`src/rgb_to_hsv_converter_unit_assert.svh`:
```
// ----------------------------------------------------------------------------
// rgb to hsv converter assertion macros
// shared concurrent assertion wrappers, clocked on clk_i, off during reset
// ----------------------------------------------------------------------------
`ifndef RGB_TO_HSV_CONVERTER_UNIT_ASSERT_SVH
`define RGB_TO_HSV_CONVERTER_UNIT_ASSERT_SVH

// property must hold at every edge outside reset
`define RHC_ASSERT(lbl, prop, msg) \
  lbl: assert property (@(posedge clk_i) disable iff (!rst_ni) (prop)) else $error(msg);

// consequent must hold in the cycle of the antecedent
`define RHC_ASSERT_IMP(lbl, ante, cons, msg) \
  lbl: assert property (@(posedge clk_i) disable iff (!rst_ni) (ante) |-> (cons)) \
    else $error(msg);

`endif

```
`src/rhc_pkg.sv`:
```
// ----------------------------------------------------------------------------
// rhc_pkg
// shared constants of the rgb to hsv converter
// ----------------------------------------------------------------------------
package rhc_pkg;

  localparam int unsigned SampleBitsDef   = 10;
  localparam int unsigned FractionBitsDef = 6;

  // fixed result field widths
  localparam int unsigned HueW = 15;
  localparam int unsigned SatW = 13;
  localparam int unsigned ValW = 15;

endpackage

```
`src/rhc_div.sv`:
```
// ----------------------------------------------------------------------------
// rhc_div
// pipelined restoring divider, one quotient bit per register stage
// ----------------------------------------------------------------------------
module rhc_div #(
  parameter int unsigned NW = 25,
  parameter int unsigned DW = 10,
  parameter int unsigned QW = 15
) (
  input  logic          clk_i,
  input  logic [NW-1:0] dividend_i,
  input  logic [DW-1:0] divisor_i,
  output logic [QW-1:0] quotient_o
);

  logic [NW-1:0] rem_q [QW];
  logic [DW-1:0] dvs_q [QW];
  logic [QW-1:0] quo_q [QW];

  for (genvar i = 0; i < QW; i++) begin : g_stage
    logic [NW-1:0] rem_in;
    logic [DW-1:0] dvs_in;
    logic [QW-1:0] quo_in;
    logic [NW-1:0] shifted;
    logic          ge;
    logic [NW-1:0] rem_d;
    logic [QW-1:0] quo_d;

    if (i == 0) begin : g_first
      assign rem_in = dividend_i;
      assign dvs_in = divisor_i;
      assign quo_in = '0;
    end else begin : g_next
      assign rem_in = rem_q[i-1];
      assign dvs_in = dvs_q[i-1];
      assign quo_in = quo_q[i-1];
    end

    // divisor aligned to the weight of this quotient bit
    assign shifted = NW'(dvs_in) << (QW - 1 - i);
    assign ge      = rem_in >= shifted;
    assign rem_d   = ge ? (rem_in - shifted) : rem_in;
    assign quo_d   = {quo_in[QW-2:0], ge};

    always_ff @(posedge clk_i) begin
      rem_q[i] <= rem_d;
      dvs_q[i] <= dvs_in;
      quo_q[i] <= quo_d;
    end
  end

  assign quotient_o = quo_q[QW-1];

endmodule

```
`src/rgb_to_hsv_converter_unit.sv`:
```
// ----------------------------------------------------------------------------
// rgb_to_hsv_converter_unit
// raw rgb sample to hue / saturation / value, fixed point, fully pipelined
// ----------------------------------------------------------------------------
//
//  port group        dir  handshake          words
//  ----------------  ---  -----------------  --------------------------------
//  red/green/blue_i  in   start, busy        one raw colour sample
//  hue/sat/bright_o  out  done_o strobe      one hsv result
//
//  - one word accepted every cycle, busy is always low
//  - results pass through the input register, stage 1, stage 2, QW divider
//    stages and the output register, QW = clog2(360 * 2^FRACTION_BITS) (15 by
//    default), two pipelined restoring dividers, one quotient bit per stage
//  - reset clears the valid bits only, data registers are not reset
//  - results come out in input order, each on done_o for a single cycle
//
`include "rgb_to_hsv_converter_unit_assert.svh"

module rgb_to_hsv_converter_unit
  import rhc_pkg::*;
#(
  parameter int unsigned SAMPLE_BITS   = SampleBitsDef,
  parameter int unsigned FRACTION_BITS = FractionBitsDef
) (
  input  logic                   clk_i,
  input  logic                   rst_ni,
  input  logic                   start,
  output logic                   busy,
  input  logic [SAMPLE_BITS-1:0] red_i,
  input  logic [SAMPLE_BITS-1:0] green_i,
  input  logic [SAMPLE_BITS-1:0] blue_i,
  output logic                   done_o,
  output logic [HueW-1:0]        hue_o,
  output logic [SatW-1:0]        saturation_o,
  output logic [ValW-1:0]        brightness_o
);

  localparam int unsigned SB  = SAMPLE_BITS;
  localparam int unsigned FB  = FRACTION_BITS;
  // quotient bits: hue below 360 * 2^FB, saturation at most 100 * 2^FB
  localparam int unsigned QW  = $clog2(360 * (1 << FB));
  localparam int unsigned NW  = SB + QW;
  localparam int unsigned SW  = NW + 2;
  // brightness: x = hi * 100 * 2^FB, divided by 255 via reciprocal
  localparam int unsigned XW  = SB + 7 + FB;
  localparam int unsigned MW  = XW - 7;
  localparam int unsigned PW  = XW + MW;
  localparam int unsigned BQW = XW - 7;

  localparam logic signed [SW-1:0] K60  = SW'(60  * (1 << FB));
  localparam logic signed [SW-1:0] K120 = SW'(120 * (1 << FB));
  localparam logic signed [SW-1:0] K240 = SW'(240 * (1 << FB));
  localparam logic signed [SW-1:0] K360 = SW'(360 * (1 << FB));
  localparam logic [NW-1:0]        K100 = NW'(100 * (1 << FB));
  localparam logic [XW-1:0]        KV   = XW'(100 * (1 << FB));
  localparam logic [MW-1:0]        BM   = MW'((64'd1 << XW) / 64'd255);
  localparam logic [XW-1:0]        K255 = XW'(255);

  // bounds of the output fields after truncation to their widths
  localparam longint unsigned HueLim =
    ((360 << FB) < (1 << HueW)) ? (360 << FB) : (1 << HueW);
  localparam longint unsigned SatLim =
    ((100 << FB) < (1 << SatW)) ? (100 << FB) : ((1 << SatW) - 1);

  // dominant channel codes
  localparam logic [1:0] DomRed   = 2'd0;
  localparam logic [1:0] DomGreen = 2'd1;
  localparam logic [1:0] DomBlue  = 2'd2;

  assign busy = 1'b0;

  // stage 0: input register
  logic          s0_vld_q;
  logic [SB-1:0] s0_r_q, s0_g_q, s0_b_q;

  always_ff @(posedge clk_i or negedge rst_ni) begin
    if (!rst_ni) begin
      s0_vld_q <= 1'b0;
    end else begin
      s0_vld_q <= start & ~busy;
    end
  end

  always_ff @(posedge clk_i) begin
    s0_r_q <= red_i;
    s0_g_q <= green_i;
    s0_b_q <= blue_i;
  end

  // stage 1: max, min, dominant channel, span and signed channel difference
  logic          s1_vld_q;
  logic [SB-1:0] s1_hi_q, s1_hi_d;
  logic [SB-1:0] s1_span_q, s1_span_d;
  logic [1:0]    s1_dom_q, s1_dom_d;
  logic signed [SB:0] s1_diff_q, s1_diff_d;
  logic          s1_grey_q, s1_grey_d;
  logic [SB-1:0] lo;

  always_comb begin
    s1_hi_d = s0_r_q;
    lo      = s0_r_q;
    if (s0_g_q > s1_hi_d) s1_hi_d = s0_g_q;
    if (s0_b_q > s1_hi_d) s1_hi_d = s0_b_q;
    if (s0_g_q < lo) lo = s0_g_q;
    if (s0_b_q < lo) lo = s0_b_q;
    s1_span_d = s1_hi_d - lo;
    s1_grey_d = (s1_hi_d == lo);
    // ties go to blue, then green
    if (s1_hi_d == s0_b_q) begin
      s1_dom_d  = DomBlue;
      s1_diff_d = $signed({1'b0, s0_r_q}) - $signed({1'b0, s0_g_q});
    end else if (s1_hi_d == s0_g_q) begin
      s1_dom_d  = DomGreen;
      s1_diff_d = $signed({1'b0, s0_b_q}) - $signed({1'b0, s0_r_q});
    end else begin
      s1_dom_d  = DomRed;
      s1_diff_d = $signed({1'b0, s0_g_q}) - $signed({1'b0, s0_b_q});
    end
  end

  always_ff @(posedge clk_i or negedge rst_ni) begin
    if (!rst_ni) begin
      s1_vld_q <= 1'b0;
    end else begin
      s1_vld_q <= s0_vld_q;
    end
  end

  always_ff @(posedge clk_i) begin
    s1_hi_q   <= s1_hi_d;
    s1_span_q <= s1_span_d;
    s1_dom_q  <= s1_dom_d;
    s1_diff_q <= s1_diff_d;
    s1_grey_q <= s1_grey_d;
  end

  // stage 2: dividends by constant multiplies, negative hue wrapped by 360
  logic          s2_vld_q;
  logic [NW-1:0] s2_hnum_q, s2_snum_q;
  logic [SB-1:0] s2_span_q, s2_hi_q;
  logic [XW-1:0] s2_x_q;
  logic          s2_grey_q;
  logic signed [SW-1:0] span_s, diff_s, num;

  always_comb begin
    span_s = $signed(SW'(s1_span_q));
    diff_s = SW'(s1_diff_q);
    num    = K60 * diff_s;
    case (s1_dom_q)
      DomBlue:  num = num + K240 * span_s;
      DomGreen: num = num + K120 * span_s;
      default:  num = num;
    endcase
    if (num < 0) num = num + K360 * span_s;
  end

  always_ff @(posedge clk_i or negedge rst_ni) begin
    if (!rst_ni) begin
      s2_vld_q <= 1'b0;
    end else begin
      s2_vld_q <= s1_vld_q;
    end
  end

  always_ff @(posedge clk_i) begin
    s2_hnum_q <= NW'(num);
    s2_snum_q <= K100 * NW'(s1_span_q);
    s2_span_q <= s1_span_q;
    s2_hi_q   <= s1_hi_q;
    s2_x_q    <= KV * XW'(s1_hi_q);
    s2_grey_q <= s1_grey_q;
  end

  // dividers, QW stages each
  logic [QW-1:0] hue_quo, sat_quo;

  rhc_div #(.NW(NW), .DW(SB), .QW(QW)) u_hue_div (
    .clk_i      (clk_i),
    .dividend_i (s2_hnum_q),
    .divisor_i  (s2_span_q),
    .quotient_o (hue_quo)
  );

  rhc_div #(.NW(NW), .DW(SB), .QW(QW)) u_sat_div (
    .clk_i      (clk_i),
    .dividend_i (s2_snum_q),
    .divisor_i  (s2_hi_q),
    .quotient_o (sat_quo)
  );

  // brightness over the first two divider stages, then delayed to line up
  logic [PW-1:0]  bp_prod_q;
  logic [XW-1:0]  bp_x_q;
  logic [BQW-1:0] bp_est;
  logic [XW-1:0]  bp_rem;
  logic [BQW-1:0] bp_quo_d;
  logic [BQW-1:0] bdly_q [QW-1];

  assign bp_est   = BQW'(bp_prod_q >> XW);
  assign bp_rem   = bp_x_q - XW'(bp_est) * K255;
  // estimate is at most one below the true quotient
  assign bp_quo_d = (bp_rem >= K255) ? (bp_est + BQW'(1)) : bp_est;

  always_ff @(posedge clk_i) begin
    bp_prod_q <= PW'(s2_x_q) * PW'(BM);
    bp_x_q    <= s2_x_q;
    bdly_q[0] <= bp_quo_d;
    for (int i = 1; i < QW - 1; i++) begin
      bdly_q[i] <= bdly_q[i-1];
    end
  end

  // valid and grey flags alongside the divider stages
  logic vld_q  [QW];
  logic grey_q [QW];

  always_ff @(posedge clk_i or negedge rst_ni) begin
    if (!rst_ni) begin
      for (int i = 0; i < QW; i++) vld_q[i] <= 1'b0;
    end else begin
      vld_q[0] <= s2_vld_q;
      for (int i = 1; i < QW; i++) vld_q[i] <= vld_q[i-1];
    end
  end

  always_ff @(posedge clk_i) begin
    grey_q[0] <= s2_grey_q;
    for (int i = 1; i < QW; i++) grey_q[i] <= grey_q[i-1];
  end

  // output register, fields truncated to their widths
  logic                 done_q;
  logic [HueW-1:0]      hue_q, hue_d;
  logic [SatW-1:0]      sat_q, sat_d;
  logic [ValW-1:0]      val_q, val_d;
  logic [QW+HueW-1:0]   hue_ext;
  logic [QW+SatW-1:0]   sat_ext;
  logic [BQW+ValW-1:0]  val_ext;

  assign hue_ext = {{HueW{1'b0}}, hue_quo};
  assign sat_ext = {{SatW{1'b0}}, sat_quo};
  assign val_ext = {{ValW{1'b0}}, bdly_q[QW-2]};
  assign hue_d   = grey_q[QW-1] ? '0 : hue_ext[HueW-1:0];
  assign sat_d   = grey_q[QW-1] ? '0 : sat_ext[SatW-1:0];
  assign val_d   = val_ext[ValW-1:0];

  always_ff @(posedge clk_i or negedge rst_ni) begin
    if (!rst_ni) begin
      done_q <= 1'b0;
    end else begin
      done_q <= vld_q[QW-1];
    end
  end

  always_ff @(posedge clk_i) begin
    hue_q <= hue_d;
    sat_q <= sat_d;
    val_q <= val_d;
  end

  assign done_o       = done_q;
  assign hue_o        = hue_q;
  assign saturation_o = sat_q;
  assign brightness_o = val_q;

  // checks
  `RHC_ASSERT(a_never_busy, !busy, "converter raised busy")
  `RHC_ASSERT_IMP(a_hue_range, done_o, longint'(hue_o) < HueLim, "hue out of range")
  `RHC_ASSERT_IMP(a_sat_range, done_o, longint'(saturation_o) <= SatLim,
                  "saturation out of range")
  `RHC_ASSERT_IMP(a_grey_hue, done_o && saturation_o == '0, hue_o == '0,
                  "hue nonzero on a grey sample")

endmodule
```
`config.mk`:
```
export PLATFORM = sky130hd
export DESIGN_NAME = rgb_to_hsv_converter_unit
export DESIGN_NICKNAME = d
export VERILOG_FILES = /design/src/rhc_pkg.sv /design/src/rhc_div.sv /design/src/rgb_to_hsv_converter_unit.sv
export VERILOG_INCLUDE_DIRS = /design/src /design/src/src
export SDC_FILE = /design/constraint.sdc
export NUM_CORES = 2
export LEC_CHECK = 0
export BUFFER_PORTS_ARGS = -buffer_cell sky130_fd_sc_hd__buf_4
export CAP_MARGIN = 20
export CORE_MARGIN = 2
export CORE_UTILIZATION = 50
export CTS_BUF_LIST = sky130_fd_sc_hd__clkbuf_16
export DETAILED_ROUTE_END_ITERATION = 8
export PLACE_DENSITY = 0.65
export SYNTH_ARGS = -nofsm -noshare
export SYNTH_HDL_FRONTEND = slang
export SYNTH_HIERARCHICAL = 1
export SYNTH_SLANG_ARGS = --single-unit
export TNS_END_PERCENT = 1
```
`constraint.sdc`:
```
create_clock -name clk_i -period 8.5 [get_ports clk_i]
set_input_delay 2.125 -clock clk_i [delete_from_list [all_inputs] [get_ports clk_i]]
set_output_delay 2.125 -clock clk_i [all_outputs]
set_load 0.02 [all_outputs]
```
* Yosys cells after proc, flatten, opt, wreduce, memory -nomap -nowiden
Memories as Yosys holds them, arrays and structs flattened. A register that Yosys moved wholly into a read port is not among the register bits. Index checks and enable logic that the tools add are counted.
Cells by class: add/subtract/negate cells 39, multipliers 8, magnitude comparators 36, eq/ne operators 5, mux-type cells 40
Operators by type and width (number):
- $mux W25 | 31
- $pmux W27 S2 | 1
- $ge A25 B10 Y1 | 2
- $ge A25 B11 Y1 | 2
- $ge A25 B12 Y1 | 2
- $ge A25 B13 Y1 | 2
- $ge A25 B14 Y1 | 2
- $ge A25 B15 Y1 | 2
- $ge A25 B16 Y1 | 2
- $ge A25 B17 Y1 | 2
- $ge A25 B18 Y1 | 2
- $ge A25 B19 Y1 | 2
- $ge A25 B20 Y1 | 2
- $ge A25 B21 Y1 | 2
- $ge A25 B22 Y1 | 2
- $ge A25 B23 Y1 | 2
- $sub A25 B10 Y25 | 2
- $sub A25 B11 Y25 | 2
- $sub A25 B12 Y25 | 2
- $sub A25 B13 Y25 | 2
- $sub A25 B14 Y25 | 2
- $sub A25 B15 Y25 | 2
- $sub A25 B16 Y25 | 2
- $sub A25 B17 Y25 | 2
- other kinds (34) | 52
Storage, ports and cells: flip-flop bits (word level) 198, RAM bits 1739, bits of input ports 33, output and inout bits 45, word-level logic and storage cells 171, memories 8
Memories:
- u_hue_div.rem_q | words 15, width 25, read ports 14, clocked after Yosys merged registers in 0, wr ports 15, RTL line rhc_div.sv:16 | logic [NW-1:0] rem_q [QW];
- u_sat_div.rem_q | words 15, width 25, read ports 14, clocked after Yosys merged registers in 0, wr ports 15, RTL line rhc_div.sv:16
- u_hue_div.quo_q | words 15, width 15, read ports 15, clocked after Yosys merged registers in 1, wr ports 15, RTL line rhc_div.sv:18 | logic [QW-1:0] quo_q [QW];
- u_sat_div.quo_q | words 15, width 15, read ports 15, clocked after Yosys merged registers in 1, wr ports 15, RTL line rhc_div.sv:18
- bdly_q | words 14, width 16, read ports 14, clocked after Yosys merged registers in 1, wr ports 14, RTL line rgb_to_hsv_converter_unit.sv:198 | logic [BQW-1:0] bdly_q [QW-1];
- u_hue_div.dvs_q | words 15, width 10, read ports 14, clocked after Yosys merged registers in 0, wr ports 15, RTL line rhc_div.sv:17 | logic [DW-1:0] dvs_q [QW];
- 2 more memories

* Depth between registers and ports, before layout
depth in word-level cells 7, mapped depth 36, depth with buffers taken out 34

* Cells and area by module
Netlist, hierarchy kept.
By module, submodules not included:
- rgb_to_hsv_converter_unit | times used 1, cells each 2191, area an instance 23638.9 um^2, sequential area each 8983.6 um^2
- rhc_div (u_sat_div) | times used 1, cells each 2242, area an instance 23078.4 um^2, sequential area each 12211.7 um^2
- rhc_div (u_hue_div) | times used 1, cells each 2259, area an instance 23037.1 um^2, sequential area each 12211.7 um^2

* Worst setup path before layout
OpenSTA, ideal clock, no wires.
path type flip-flop to flip-flop, start register s0_g_q[1], end register s1_span_q[9], setup time 0.072 ns, data arrival time 6.059 ns, required time 8.428 ns, slack 2.370 ns, cell stages (with the launch flop) 36, buffers on the path 3, period minus slack after synthesis 6.130 ns, cells stage by stage dfxtp_1 > inv_1 > ha_1 > nor2b_4 > o21a_1 > o21ai_2 > a21oi_2 > o31a_2 > buf_2 > and2_1 > clkbuf_1 > clkbuf_1 > a21oi_1 > ha_1 > a21o_1 > a21o_1 > a21o_1 > a21o_1 > a21oi_1 > o21ai_0 > a21oi_1 > o21ai_1 > a21oi_1 > inv_1 > ha_1 > nor2b_1 > o21ai_0 > nand2b_1 > and2_1 > o21ai_0 > nand2b_1 > a21o_1 > a21o_1 > a21o_1 > a21oi_1 > xor2_1
Between the ends: longest elaborated chain between the ends 5, elaborated cells on any way between the ends 9, classes of those cells add/sub: 1; order compare: 4; mux: 4
RTL lines:
- from (decl) | RTL line rgb_to_hsv_converter_unit.sv:75 | logic [SB-1:0] s0_r_q, s0_g_q, s0_b_q;
- from (signal assigned) | RTL line rgb_to_hsv_converter_unit.sv:87 | s0_g_q <= green_i;
- $gt A10 B10 Y1 / $lt A10 B10 Y1 (equally long branches) | RTL line rgb_to_hsv_converter_unit.sv:103, rgb_to_hsv_converter_unit.sv:105
- $mux W10, on equally long branches | RTL line rgb_to_hsv_converter_unit.sv:103, rgb_to_hsv_converter_unit.sv:105
- $gt A10 B10 Y1 / $lt A10 B10 Y1 (equally long branches) | RTL line rgb_to_hsv_converter_unit.sv:104, rgb_to_hsv_converter_unit.sv:106
- $mux W10, on equally long branches | RTL line rgb_to_hsv_converter_unit.sv:104, rgb_to_hsv_converter_unit.sv:106
- $sub A10 B10 Y10 (*) | RTL line rgb_to_hsv_converter_unit.sv:107 | s1_span_d = s1_hi_d - lo;
- via s1_span_d[9] | RTL line rgb_to_hsv_converter_unit.sv:94 | logic [SB-1:0] s1_span_q, s1_span_d;
- to (signal assigned) | RTL line rgb_to_hsv_converter_unit.sv:132 | s1_span_q <= s1_span_d;
- to (decl) | RTL line rgb_to_hsv_converter_unit.sv:94
Mark *: on every way through the listed nets, which the timed path passes. The rest lies on a longest branch. A chain may end at the register's enable or synchronous reset.

* Worst setup path after layout
Ends and elaborated chain as after synthesis.

==> flow_metrics.py <==
metrics = {
    "run_status": {
        "status": "complete, no violations",
    },
    "clock_tree": {
        "clk_latency_ns": 0.79,
        "cts_sinks": 1635,
        "htreeDepth": 4,
        "clockBufferDepth": 3,
        "root_buffer": "clkbuf_16",
        "cts-hold-fix-buffers": 0,
        "path_clk_slew_ns": 0.06,
        "cts_buffers": 164,
        "cts_resized": 0,
        "cts_tree": "done",
        "post_cts_buffers": 0,
    },
    "die": {
        "die_x_microns": 376,
        "fp-row-count": 136,
        "io_pins": 78,
        "coreArea_sq_um": 137000,
        "die-area_sq_um": 141000,
        "die_y_microns": 376,
        "initial_core_util": 0.504,
    },
    "job": {
        "drv_cap": 0,
    },
    "route": {
        "dr.pass1.iters": 7,
        "drc": 0,
        "num_vias": 45100,
        "drt_iter0_markers": 2109,
        "ant_nets": 0,
        "wire_per_inst_microns": 14.8,
        "via_per_inst": 5.12,
        "routed_wirelength_microns": 131000,
    },
    "timing": {
        "timing.fmax_mhz": 145,
        "finalCritPeriodShare": 0.814,
        "max-slew-margin-rel": 0.295,
        "hold_violations": 0,
        "skew_ns": 0.0581,
        "tightest_slew_ns": 1.05,
        "slew_violations": 0,
        "fin_crit_ns": 6.92,
        "fin_tns_setup_ns": 0,
        "grt_setup_unrepaired": "false",
        "setup_viol": 0,
    },
    "critical_path": {
        "cpMostUsedCell": "a21o_1",
        "critPathMaxStageDelay_ns": 0.54,
        "cp_slowest_cell": "and2_1",
        "critPathKind": "reg2reg",
        "worst_setup_path_start_kind": "register",
        "cp.arrival_ns": 7.59,
        "endpoint_kind": "register",
        "crit_fanout": 18,
        "required_ns": 9.17,
    },
    "grt": {
        "grt_overflow_total": 0,
        "grt_start_max_net_pins": 33,
        "grt_antenna_before_repair": 1,
        "grt_usage": 0.187,
        "grt_pass1_vias": 45900,
        "grt_pass1_wl_microns": 220000,
    },
    "finish": {
        "post-route-util": 0.564,
        "synthToLayoutAreaGrowth_pct": 12.0,
        "final_cell_mix": "dfxtp_1 (1615), inv_1 (719), ha_1 (623)",
        "antenna-diode-count": 0,
        "layout_commonest_cell": "dfxtp_1",
        "nets": 7713,
        "final_layout_size_suffix_gt1_frac": 0.0751,
    },
    "synth": {
        "synth_area_sq_um": 69200,
        "yosys_warnings": 6,
        "syn_avg_cell_area_sq_um": 10.4,
        "syn_inst": 6663,
    },
    "min_path": {
        "hp-class": "reg2reg",
    },
    "place": {
        "gp_congestion": 0.875,
        "dp_hpwl_microns": 101000,
        "io_buffers": 76,
    },
}
final timing paths:
kind | startpoint | to | slack, ns | depth (start not counted)
max | s0_g_q[1] | s1_span_q[9] | 1.58 | 34
min | u_sat_div/quo_q[0][94] | u_sat_div/quo_q[0][110] | 0.27 | 0
max in group asynchronous | rst_ni | vld_q[11] | 7.10 | 1
max reg2reg | s0_g_q[1] | s1_span_q[9] | 1.58 | 34
min reg2reg | u_sat_div/quo_q[0][94] | u_sat_div/quo_q[0][110] | 0.27 | 0
min in group asynchronous | rst_ni | done_o | 1.20 | 1
layer usage:
metal	global-route usage	vias up	share of wire
met5	0	-	0
met4	0.0690	0	0.031
met3	0.0287	256	0.032
met2	0.334	723	0.49
met1	0.226	21000	0.44
li1	-	23200	-
final cells by class:
class                           count  area, sq um
Sequential cell                  1635        32800
Inverter                          701         2640
Clock buffer                      164         4100
Clock inverter                    139         1430
Fill cell                       11700        59800
Tap cell                         1794         2240
Multi-Input combinational cell   4286        33500
Timing Repair Buffer               92          691
sequential cells by signal, summed over array words and instances, names as in the netlist, 16 cells and up:
name             cells
u_hue_div/quo_q    120
u_sat_div/rem_q    350
u_sat_div/dvs_q    140
u_hue_div/rem_q    350
s2_hnum_q           17
u_sat_div/quo_q     91
bp_prod_q           16
u_hue_div/dvs_q    140
bdly_q             210
worst max-delay path, delay by kind of cell (launching register included):
family,cells,cell delay (ns)
AND/OR/NAND/NOR,7,1.26
AO/OA/AOI/OAI,20,3.40
flip-flops,1,0.51
adder cells (fa/ha/maj),3,0.92
buffers and inverters,3,0.47
XOR/XNOR,1,0.22
metrics by stage:
step	area (sq um)	hold slack [ns]	std cells	setup WS, ns
floorplan	69300	0.310	6700	2.37
global placement	71900	0.310	8506	1.63
detailed placement	71900	0.312	8506	1.60
CTS	77500	0.270	8809	1.47
global route	77500	0.294	8811	0.984
finish	77500	0.272	8811	1.58
Power is left out: the tool's default activity adds up to more than one toggle a clock period on the data nets, which glitch-free logic cannot reach.
